$ cat src/bte_pkg.sv
// Package with the shared types, codes and constants of the bencode token emitter.
package bte_pkg;

  localparam int DEF_INT_WIDTH    = 32;
  localparam int DEF_LENGTH_WIDTH = 32;

  localparam logic [2:0] KIND_LIST    = 3'd0;
  localparam logic [2:0] KIND_DICT    = 3'd1;
  localparam logic [2:0] KIND_END     = 3'd2;
  localparam logic [2:0] KIND_INT     = 3'd3;
  localparam logic [2:0] KIND_STR     = 3'd4;
  localparam logic [2:0] KIND_PAYLOAD = 3'd5;

  localparam logic [7:0] CH_LIST  = 8'h6C;
  localparam logic [7:0] CH_DICT  = 8'h64;
  localparam logic [7:0] CH_END   = 8'h65;
  localparam logic [7:0] CH_INT   = 8'h69;
  localparam logic [7:0] CH_COLON = 8'h3A;
  localparam logic [7:0] CH_ZERO  = 8'h30;
  localparam logic [7:0] CH_MINUS = 8'h2D;

  typedef enum logic [2:0] {
    S_IDLE,
    S_SIGN,
    S_CONV,
    S_DIGIT,
    S_TAIL
  } state_t;

  typedef struct packed {
    logic load;
    logic next_digit;
  } dab_cmd_t;

  // Decimal digits needed for an unsigned value of w bits (77/256 approximates log10 2).
  function automatic int num_digits(input int w);
    return (w * 77) / 256 + 1;
  endfunction

endpackage

$ cat src/bte_dabble.sv
// Bit-serial binary to BCD converter with a digit shift-out port.
module bte_dabble
  import bte_pkg::*;
#(
  parameter int WIDTH = DEF_INT_WIDTH
) (
  input  logic             clk,
  input  logic             rst,
  input  dab_cmd_t         cmd,
  input  logic [WIDTH-1:0] value,
  output logic             done,
  output logic [3:0]       top_digit
);

  localparam int DIGITS = num_digits(WIDTH);
  localparam int BCD_W  = DIGITS * 4;
  localparam int CNT_W  = $clog2(WIDTH + 1);

  logic [WIDTH-1:0] bin;
  logic [BCD_W-1:0] bcd;
  logic [BCD_W-1:0] adj;
  logic [CNT_W-1:0] count;

  always_comb begin
    logic [3:0] d;
    for (int i = 0; i < DIGITS; i++) begin
      d = bcd[i*4 +: 4];
      adj[i*4 +: 4] = (d >= 4'd5) ? d + 4'd3 : d;
    end
  end

  always_ff @(posedge clk) begin
    if (rst) begin
      count <= '0;
    end else if (cmd.load) begin
      count <= CNT_W'(WIDTH);
    end else if (count != '0) begin
      count <= count - 1'b1;
    end
  end

  always_ff @(posedge clk) begin
    if (cmd.load) begin
      bin <= value;
      bcd <= '0;
    end else if (count != '0) begin
      bcd <= {adj[BCD_W-2:0], bin[WIDTH-1]};
      bin <= {bin[WIDTH-2:0], 1'b0};
    end else if (cmd.next_digit) begin
      bcd <= {bcd[BCD_W-5:0], 4'd0};
    end
  end

  assign done      = (count == '0);
  assign top_digit = bcd[BCD_W-1 -: 4];

endmodule

$ cat src/bencode_token_emitter_unit.sv
// Top level of the bencode token emitter: event decode, sequencing and output register.
//
// Each transfer on the input channel (in_valid, in_ready) carries one serializer
// event; kinds 0 to 5 answer with one or more transfers on the output channel
// (out_valid, out_ready), one bencoded byte each, with last set on the final byte.
// Container marks and payload bytes go straight into the output register, so a new
// event can be taken in the cycle after and payload streams at one byte per cycle
// while the receiver keeps up. Integers and string headers go through a bit-serial
// double-dabble converter: the magnitude shifts in one bit per cycle, overlapped
// with the 'i' and '-' bytes. The decimal digits then shift out one per cycle while
// the receiver keeps up, leading zeros skipped without output, followed by 'e' or
// ':'. A number therefore holds off the next event until that final byte has
// entered the output register.
// The result byte sits in an output register, so the next byte is prepared while
// it waits; when the receiver stalls, the sequence simply holds. Kinds 6 and 7 are
// accepted and produce nothing. Synchronous reset empties the output register and
// returns the sequencer to idle; no event in flight survives it.
module bencode_token_emitter_unit
  import bte_pkg::*;
#(
  parameter int INT_WIDTH    = DEF_INT_WIDTH,
  parameter int LENGTH_WIDTH = DEF_LENGTH_WIDTH
) (
  input  logic                           clk,
  input  logic                           rst,
  input  logic                           in_valid,
  output logic                           in_ready,
  input  logic [2:0]                     kind,
  input  logic signed [INT_WIDTH-1:0]    int_word,
  input  logic [LENGTH_WIDTH-1:0]        str_len,
  input  logic [7:0]                     data_byte,
  output logic                           out_valid,
  input  logic                           out_ready,
  output logic [7:0]                     out_byte,
  output logic                           last
);

  localparam int CONV_W = (INT_WIDTH > LENGTH_WIDTH) ? INT_WIDTH : LENGTH_WIDTH;
  localparam int DIGITS = num_digits(CONV_W);
  localparam int DIG_W  = $clog2(DIGITS);

  state_t state, state_next;

  logic             is_int;
  logic             started;
  logic [DIG_W-1:0] cnt;

  logic             out_free;
  logic             accept;
  logic             out_load;
  logic [7:0]       load_byte;
  logic             load_last;
  logic             digit_step;
  logic             digit_emit;
  dab_cmd_t         cmd;
  logic             conv_done;
  logic [3:0]       top_digit;
  logic             neg_in;
  logic [INT_WIDTH-1:0] mag;
  logic [CONV_W-1:0]    conv_value;

  assign out_free = !out_valid || out_ready;
  assign accept   = in_valid && in_ready;
  assign neg_in   = int_word[INT_WIDTH-1];
  assign mag      = neg_in ? ((~$unsigned(int_word)) + INT_WIDTH'(1)) : $unsigned(int_word);
  assign conv_value = (kind == KIND_INT) ? CONV_W'(mag) : CONV_W'(str_len);
  assign digit_emit = started || (top_digit != 4'd0) || (cnt == '0);

  bte_dabble #(
    .WIDTH(CONV_W)
  ) u_dabble (
    .clk      (clk),
    .rst      (rst),
    .cmd      (cmd),
    .value    (conv_value),
    .done     (conv_done),
    .top_digit(top_digit)
  );

  always_comb begin
    state_next = state;
    unique case (state)
      S_IDLE: begin
        if (accept) begin
          if (kind == KIND_INT) begin
            state_next = neg_in ? S_SIGN : S_CONV;
          end else if (kind == KIND_STR) begin
            state_next = S_CONV;
          end
        end
      end
      S_SIGN: begin
        if (out_free) state_next = S_CONV;
      end
      S_CONV: begin
        if (conv_done) state_next = S_DIGIT;
      end
      S_DIGIT: begin
        if (digit_step && cnt == '0) state_next = S_TAIL;
      end
      S_TAIL: begin
        if (out_free) state_next = S_IDLE;
      end
      default: state_next = S_IDLE;
    endcase
  end

  always_comb begin
    in_ready   = 1'b0;
    out_load   = 1'b0;
    load_byte  = CH_END;
    load_last  = 1'b0;
    digit_step = 1'b0;
    cmd        = '0;
    unique case (state)
      S_IDLE: begin
        in_ready = out_free;
        if (in_valid && out_free) begin
          unique case (kind)
            KIND_LIST: begin
              out_load  = 1'b1;
              load_byte = CH_LIST;
              load_last = 1'b1;
            end
            KIND_DICT: begin
              out_load  = 1'b1;
              load_byte = CH_DICT;
              load_last = 1'b1;
            end
            KIND_END: begin
              out_load  = 1'b1;
              load_byte = CH_END;
              load_last = 1'b1;
            end
            KIND_INT: begin
              out_load  = 1'b1;
              load_byte = CH_INT;
              cmd.load  = 1'b1;
            end
            KIND_STR: begin
              cmd.load = 1'b1;
            end
            KIND_PAYLOAD: begin
              out_load  = 1'b1;
              load_byte = data_byte;
              load_last = 1'b1;
            end
            default: begin
              out_load = 1'b0;
            end
          endcase
        end
      end
      S_SIGN: begin
        out_load  = out_free;
        load_byte = CH_MINUS;
      end
      S_CONV: begin
        out_load = 1'b0;
      end
      S_DIGIT: begin
        if (digit_emit) begin
          out_load   = out_free;
          load_byte  = CH_ZERO | {4'd0, top_digit};
          digit_step = out_free;
        end else begin
          digit_step = 1'b1;
        end
      end
      S_TAIL: begin
        out_load  = out_free;
        load_byte = is_int ? CH_END : CH_COLON;
        load_last = 1'b1;
      end
      default: begin
        out_load = 1'b0;
      end
    endcase
    cmd.next_digit = digit_step;
  end

  always_ff @(posedge clk) begin
    if (rst) begin
      state <= S_IDLE;
    end else begin
      state <= state_next;
    end
  end

  always_ff @(posedge clk) begin
    if (accept) begin
      is_int <= (kind == KIND_INT);
    end
    if (state == S_CONV && conv_done) begin
      cnt     <= DIG_W'(DIGITS - 1);
      started <= 1'b0;
    end else if (digit_step) begin
      cnt <= cnt - 1'b1;
      if (digit_emit) started <= 1'b1;
    end
  end

  always_ff @(posedge clk) begin
    if (rst) begin
      out_valid <= 1'b0;
    end else if (out_load) begin
      out_valid <= 1'b1;
    end else if (out_ready) begin
      out_valid <= 1'b0;
    end
  end

  always_ff @(posedge clk) begin
    if (out_load) begin
      out_byte <= load_byte;
      last     <= load_last;
    end
  end

endmodule

$ cat config.mk
export PLATFORM = sky130hd
export DESIGN_NAME = bencode_token_emitter_unit
export DESIGN_NICKNAME = d
export VERILOG_FILES = /design/src/bte_pkg.sv /design/src/bte_dabble.sv /design/src/bencode_token_emitter_unit.sv
export SDC_FILE = /design/constraint.sdc
export NUM_CORES = 1
export LEC_CHECK = 0
export BUFFER_PORTS_ARGS = -buffer_cell sky130_fd_sc_hd__buf_2
export CAP_MARGIN = 20
export CORE_MARGIN = 2
export CORE_UTILIZATION = 45
export CTS_CLUSTER_DIAMETER = 60
export DETAILED_ROUTE_END_ITERATION = 7
export PLACE_DENSITY = 0.7
export SLEW_MARGIN = 15
export SYNTH_ARGS = -nofsm -noshare
export SYNTH_HDL_FRONTEND = slang
export SYNTH_SLANG_ARGS = --single-unit
$ cat constraint.sdc
create_clock -name clk -period 7.34 [get_ports clk]
set_input_delay 0.734 -clock clk [delete_from_list [all_inputs] [get_ports clk]]
set_output_delay 0.734 -clock clk [all_outputs]
set_load 0.01 [all_outputs]
=== Word level (Yosys, flattened, before mapping) ===
Index checks and enable logic that the tools add are counted.

* Bits in registers: 97
* Bits of input ports: 79
* Word-level logic and storage cells: 121

* Add/subtract/negate cells: 13
* Order comparisons: 10
* Eq/ne operators: 15
* Multiplexer cells: 47
* Bitwise logic cells: 1
* Reductions and logical operators: 24

{| class="wikitable"
|+ Operators with widths
! operator !! number
|-
| $mux 32 || 4
|-
| $mux 40 || 2
|-
| $pmux 8 s4 || 2
|-
| $ge 4x3->1 const B || 10
|-
| $add 4x2->4 const B || 9
|-
| $mux 4 || 9
|-
| $add 32x1->32 const B || 1
|-
| $not 32->32 || 1
|-
| $mux 3 || 8
|-
| $pmux 3 s5 || 1
|-
| $mux 7 || 2
|-
| $mux 1 || 13
|-
| $eq 3x2->1 const B || 4
|-
| $mux 6 || 2
|-
| $ne 2x2->1 const B || 5
|-
| $eq 3x3->1 const B || 3
|-
| $mux 8 || 1
|-
| $eq 3x1->1 const B || 2
|-
| $logic_not 3->1 || 2
|-
| $logic_not 6->1 || 1
|-
| $reduce_and 6->1 || 1
|-
| $reduce_bool 2->1 || 3
|-
| $reduce_bool 6->1 || 1
|-
| $reduce_or 2->1 || 3
|-
| other kinds (15) || 20
|}

=== Depth between registers and ports, before layout ===
* Depth in word-level cells: 8
* Gate-level depth with buffers: 9
* Depth with buffers taken out: 7

=== Cells and area by module ===
From an unflattened synthesis, not the netlist that was laid out.

* Cell total of the unflattened synthesis: 693
* Area total of the unflattened synthesis: 6442.4 um^2

{| class="wikitable"
|+ By module, submodules not included
! module !! instances !! cells an instance !! area each (um^2)
|-
| bte_dabble || 1 || 401 || 4309.1
|-
| bencode_token_emitter_unit || 1 || 292 || 2133.3
|}

=== Least setup slack after synthesis ===
No wires, ideal clock.

* Path kind: input to register
* Start: input port kind[2]
* End: register u_dabble.bin[0] (enable)
* Library setup time: 0.478 ns
* Arrival time: 2.657 ns
* Required time: 6.862 ns
* Setup slack: 4.205 ns
* Stages: 7
* Cells stage by stage: clkbuf_1 > nand3b_1 > inv_2 > o2111ai_1 > buf_2 > buf_1 > nand2_1

* Word-level cells in the longest chain between the ends: 6

{| class="wikitable"
|+ RTL lines
! what !! line !! RTL
|-
| start: declaration || bencode_token_emitter_unit.sv:28 || <nowiki>input logic [2:0] kind,</nowiki>
|-
| $eq 3x2->1 / $eq 3x3->1 (equally long branches) || bencode_token_emitter_unit.sv:119 || <nowiki>unique case (kind)</nowiki>
|-
| $reduce_or 2->1 (no line) (*) || - ||
|-
| $mux 1 (*) || bencode_token_emitter_unit.sv:119 ||
|-
| $mux 1 (*) || bencode_token_emitter_unit.sv:118 || <nowiki>if (in_valid && out_free) begin</nowiki>
|-
| $mux 1 (*) || bencode_token_emitter_unit.sv:115 || <nowiki>unique case (state)</nowiki>
|-
| $reduce_bool 2->1 (no line) (*) || - ||
|-
| end signal: assignment || bte_dabble.sv:44 || <nowiki>bin <= value;</nowiki>
|-
| end signal: assignment || bte_dabble.sv:48 || <nowiki>bin <= {bin[WIDTH-2:0], 1'b0};</nowiki>
|-
| end: declaration || bte_dabble.sv:19 || <nowiki>logic [WIDTH-1:0] bin;</nowiki>
|}

Every way passes the cells marked *; elsewhere a longest branch is shown, timed or not.
A chain may end at the register's enable or synchronous reset.

=== Worst setup path in the final report ===
* Start: input port kind[2]
* End: register u_dabble.bin[18], data pin

* Word-level cells in the longest chain between the ends: 6

{| class="wikitable"
|+ RTL lines
! what !! line !! RTL
|-
| $eq 3x2->1 / $eq 3x3->1 (equally long branches) || bencode_token_emitter_unit.sv:66, bencode_token_emitter_unit.sv:119 ||
|-
| $reduce_or 2->1 (no line) || - ||
|-
| $mux 1 || bencode_token_emitter_unit.sv:119 ||
|-
| $mux 1 || bencode_token_emitter_unit.sv:118 ||
|-
| $mux 1 || bencode_token_emitter_unit.sv:115 ||
|-
| $mux 32 (*) || bte_dabble.sv:43 || <nowiki>if (cmd.load) begin</nowiki>
|}

Marks and branches as above.

==> results.sh <==
export IMPL_status="finished, final reports clean"
export IMPL_gr_total_overflow=0
export IMPL_cts_setup_buffers=0
export IMPL_hpwl_microns=10500
export IMPL_cts_buffers=9
export IMPL_clock_path_buffers=2
export IMPL_final_util_pct=52.2
export IMPL_yosysSeqAreaShare_pct=36.8
export IMPL_crit_type="in -> reg"
export IMPL_synth_top_area_share_pct=19.6
export IMPL_synth_top_cells_by_count="nand2_1, dfxtp_1, o21ai_0, a21oi_1, edfxtp_1"
export IMPL_cp_max_fo=48
export IMPL_clock_latency_ns=0.36
export IMPL_crit_chain="buf_2, nand3b_1, buf_4, inv_2, o2111a_2, nand2_1, o31ai_1"
export IMPL_fmax_mhz=302
export IMPL_ir_drop_v=0.000296
export IMPL_core_area_sq_mm=0.0139
export IMPL_setup_violations=0
export IMPL_grt_pass1_vias=5031
export IMPL_antenna_found_initial=1
export IMPL_n_antenna_cell=0
export IMPL_slowest_stage="o2111a_2"
export IMPL_dieArea_sq_mm=0.0152
export IMPL_endpoint_kind="flop"
export IMPL_syn_area_sq_mm=0.00642
export IMPL_vias_per_cell=5.73
export IMPL_finalHoldViolations=0
export IMPL_pwr_density_cell_mw_per_mm2=392
export IMPL_drive_gt1_share_pct=15.7
export IMPL_arrival_ns=3.50
export IMPL_worstHoldPathType="reg -> reg"
export IMPL_cts_resized=0
export IMPL_regArea_sq_mm=0.00236
export IMPL_cts_num_sinks=97
export IMPL_place_congestion=0.890
export IMPL_p_leak_nw=2.97
export IMPL_yosysMostFrequentCell="nand2_1"
export IMPL_postSynthCellCount=761
export IMPL_dr_pass1_iters=5
export IMPL_ctsHoldBuffers=0
export IMPL_async_reset_ff_share_pct=0
export IMPL_initial_core_util_pct=46.1
export IMPL_cp_num_buf_inv=3
export IMPL_synth_avg_cell_area_sq_um=8.44
export IMPL_yosys_warnings=0
export IMPL_max_slew_margin_pct=28.1
export IMPL_skew_ns=0.00663
export IMPL_cp_start_kind="input pin"
export IMPL_detail_route_antenna_nets=0
export IMPL_maxCapViolCount=0
export IMPL_placed_area_sq_mm=0.00695
export IMPL_cts_tree="done"
export IMPL_nNetsFinal=919
export IMPL_synthTopCellsByArea="edfxtp_1, dfxtp_1, nand2_1"
export IMPL_yosys_register_bits=97
export IMPL_drc=0
export IMPL_clk_pin_slew_ns=0.07
export IMPL_grt_setup_unrepaired="no"
export IMPL_io_pins=90
export IMPL_htreeDepth=3
export IMPL_multi_input_area_sq_mm=0.00376
export IMPL_worst_pin_slew_ns=1.08
export IMPL_die_w_microns=123
export IMPL_ys_types=64
export IMPL_worstPathRequired_ns=7.53
export IMPL_grt_usage_pct=20.5
export IMPL_slew_violations=0
export IMPL_drtIter0Drc=430
export IMPL_setup_tns_ns=0
export IMPL_vias=5730
export IMPL_synth_edf_count=42
export IMPL_min_period_ns=3.31
export IMPL_portBuffers=89
export IMPL_routed_wl_microns=15300
export IMPL_critical_path_top_delay_family="compound AO/OA/AOI/OAI gates"
export IMPL_die_h_microns=123
export IMPL_ys_flop_type="dfxtp_1"
export IMPL_grt_max_degree=81
export IMPL_cts_root_buf="clkbuf_16"
export IMPL_cp_slowest_stage_delay_ns=0.85
export IMPL_area_growth_synth_to_final_pct=13.2
export IMPL_wl_per_cell_microns=15.3
export IMPL_nFillCells=1300
export IMPL_grt_pass1_wl_microns=24800
export IMPL_synth_area_leader_cell="edfxtp_1"
export IMPL_synth_nets=865
export IMPL_period_share_pct=45.1
export IMPL_fin_area_sq_mm=0.00727
export IMPL_core_rowCount=43
layer usage:
metal | GRT usage, % | vias to the layer above | share of wire (%)
met5 | 0 | - | 0
met4 | 5.61 | 0 | 1.6
met3 | 5.07 | 25 | 5.9
met2 | 31.1 | 152 | 46
met1 | 28.9 | 2675 | 46
li1 | - | 2878 | -
cell type report:
| cell class | count | share of cell area (%) |
|---|---|---|
| Timing Repair Buffer | 94 | 6.64 |
| Sequential cell | 97 | 32.5 |
| Clock buffer | 11 | 3.63 |
| Inverter | 31 | 1.60 |
| Multi-Input combinational cell | 582 | 51.7 |
| Clock inverter | 5 | 0.792 |
| Tap cell | 180 | 3.10 |
flip-flops by register name (all words and copies together) (netlist names):
signal          flops
cnt                 4
is_int              1
last                1
out_byte            8
out_valid           1
started             1
state               3
u_dabble.bcd       40
u_dabble.bin       32
u_dabble.count      6
worst paths after layout:
kind / startpoint / endpoint / slack, ns / depth (start not counted)
hold reg to reg: started / started / 0.50 / 2
setup / recovery: kind[2] / u_dabble.bin[18] / 4.03 / 7
setup reg to reg: state[2] / u_dabble.bin[18] / 4.30 / 4
hold / removal: started / started / 0.50 / 2
per-stage QoR:
stage / hold slack (ns) / power [W] / setup WS, ns / cells
CTS: 0.501 / 0.00287 / 4.07 / 1000
finish: 0.496 / 0.00285 / 4.03 / 1000
detailed placement: 0.487 / 0.00235 / 3.71 / 984
global route: 0.517 / 0.00310 / 3.78 / 1000
floorplan: 0.430 / 0.00206 / 4.21 / 761
global placement: 0.451 / 0.00231 / 3.73 / 984
kinds of logic after synthesis:
family	share of synthesized area, %
AND/OR/NAND/NOR	21.1
XOR/XNOR	5.87
multiplexers	4.21
buffers and inverters	5.01
adder cells (fa/ha/maj)	4.87
flip-flops	36.8
AO/OA/AOI/OAI	22.1
worst min-delay path, cell delays in order, from the launching register on:
cell and delay, ns:
dfxtp_1 0.34, a21oi_1 0.04, nor2_1 0.08
power by group:
group / switching (W) / total (W) / internal (W)
Combinational: 0.000691 / 0.00124 / 0.000551
Sequential: 0.000210 / 0.00109 / 0.000885
Clock: 0.000218 / 0.000513 / 0.000295
Total: 0.00112 / 0.00285 / 0.00173
cells in the final DEF (no fill, tap or decap), types with 18 or more instances in the layout:
cell type,instances
nor2_1,38
nand3_1,18
mux2i_1,27
edfxtp_1,42
buf_2,89
ha_1,25
nand2b_1,23
nand2_1,99
o21ai_0,54
o21ai_1,27
nor3_1,20
xor2_1,22
inv_1,30
a211oi_1,24
a21oi_1,43
a31oi_1,30
xnor2_1,21
dfxtp_1,55
(Power assumes the default switching activity.)
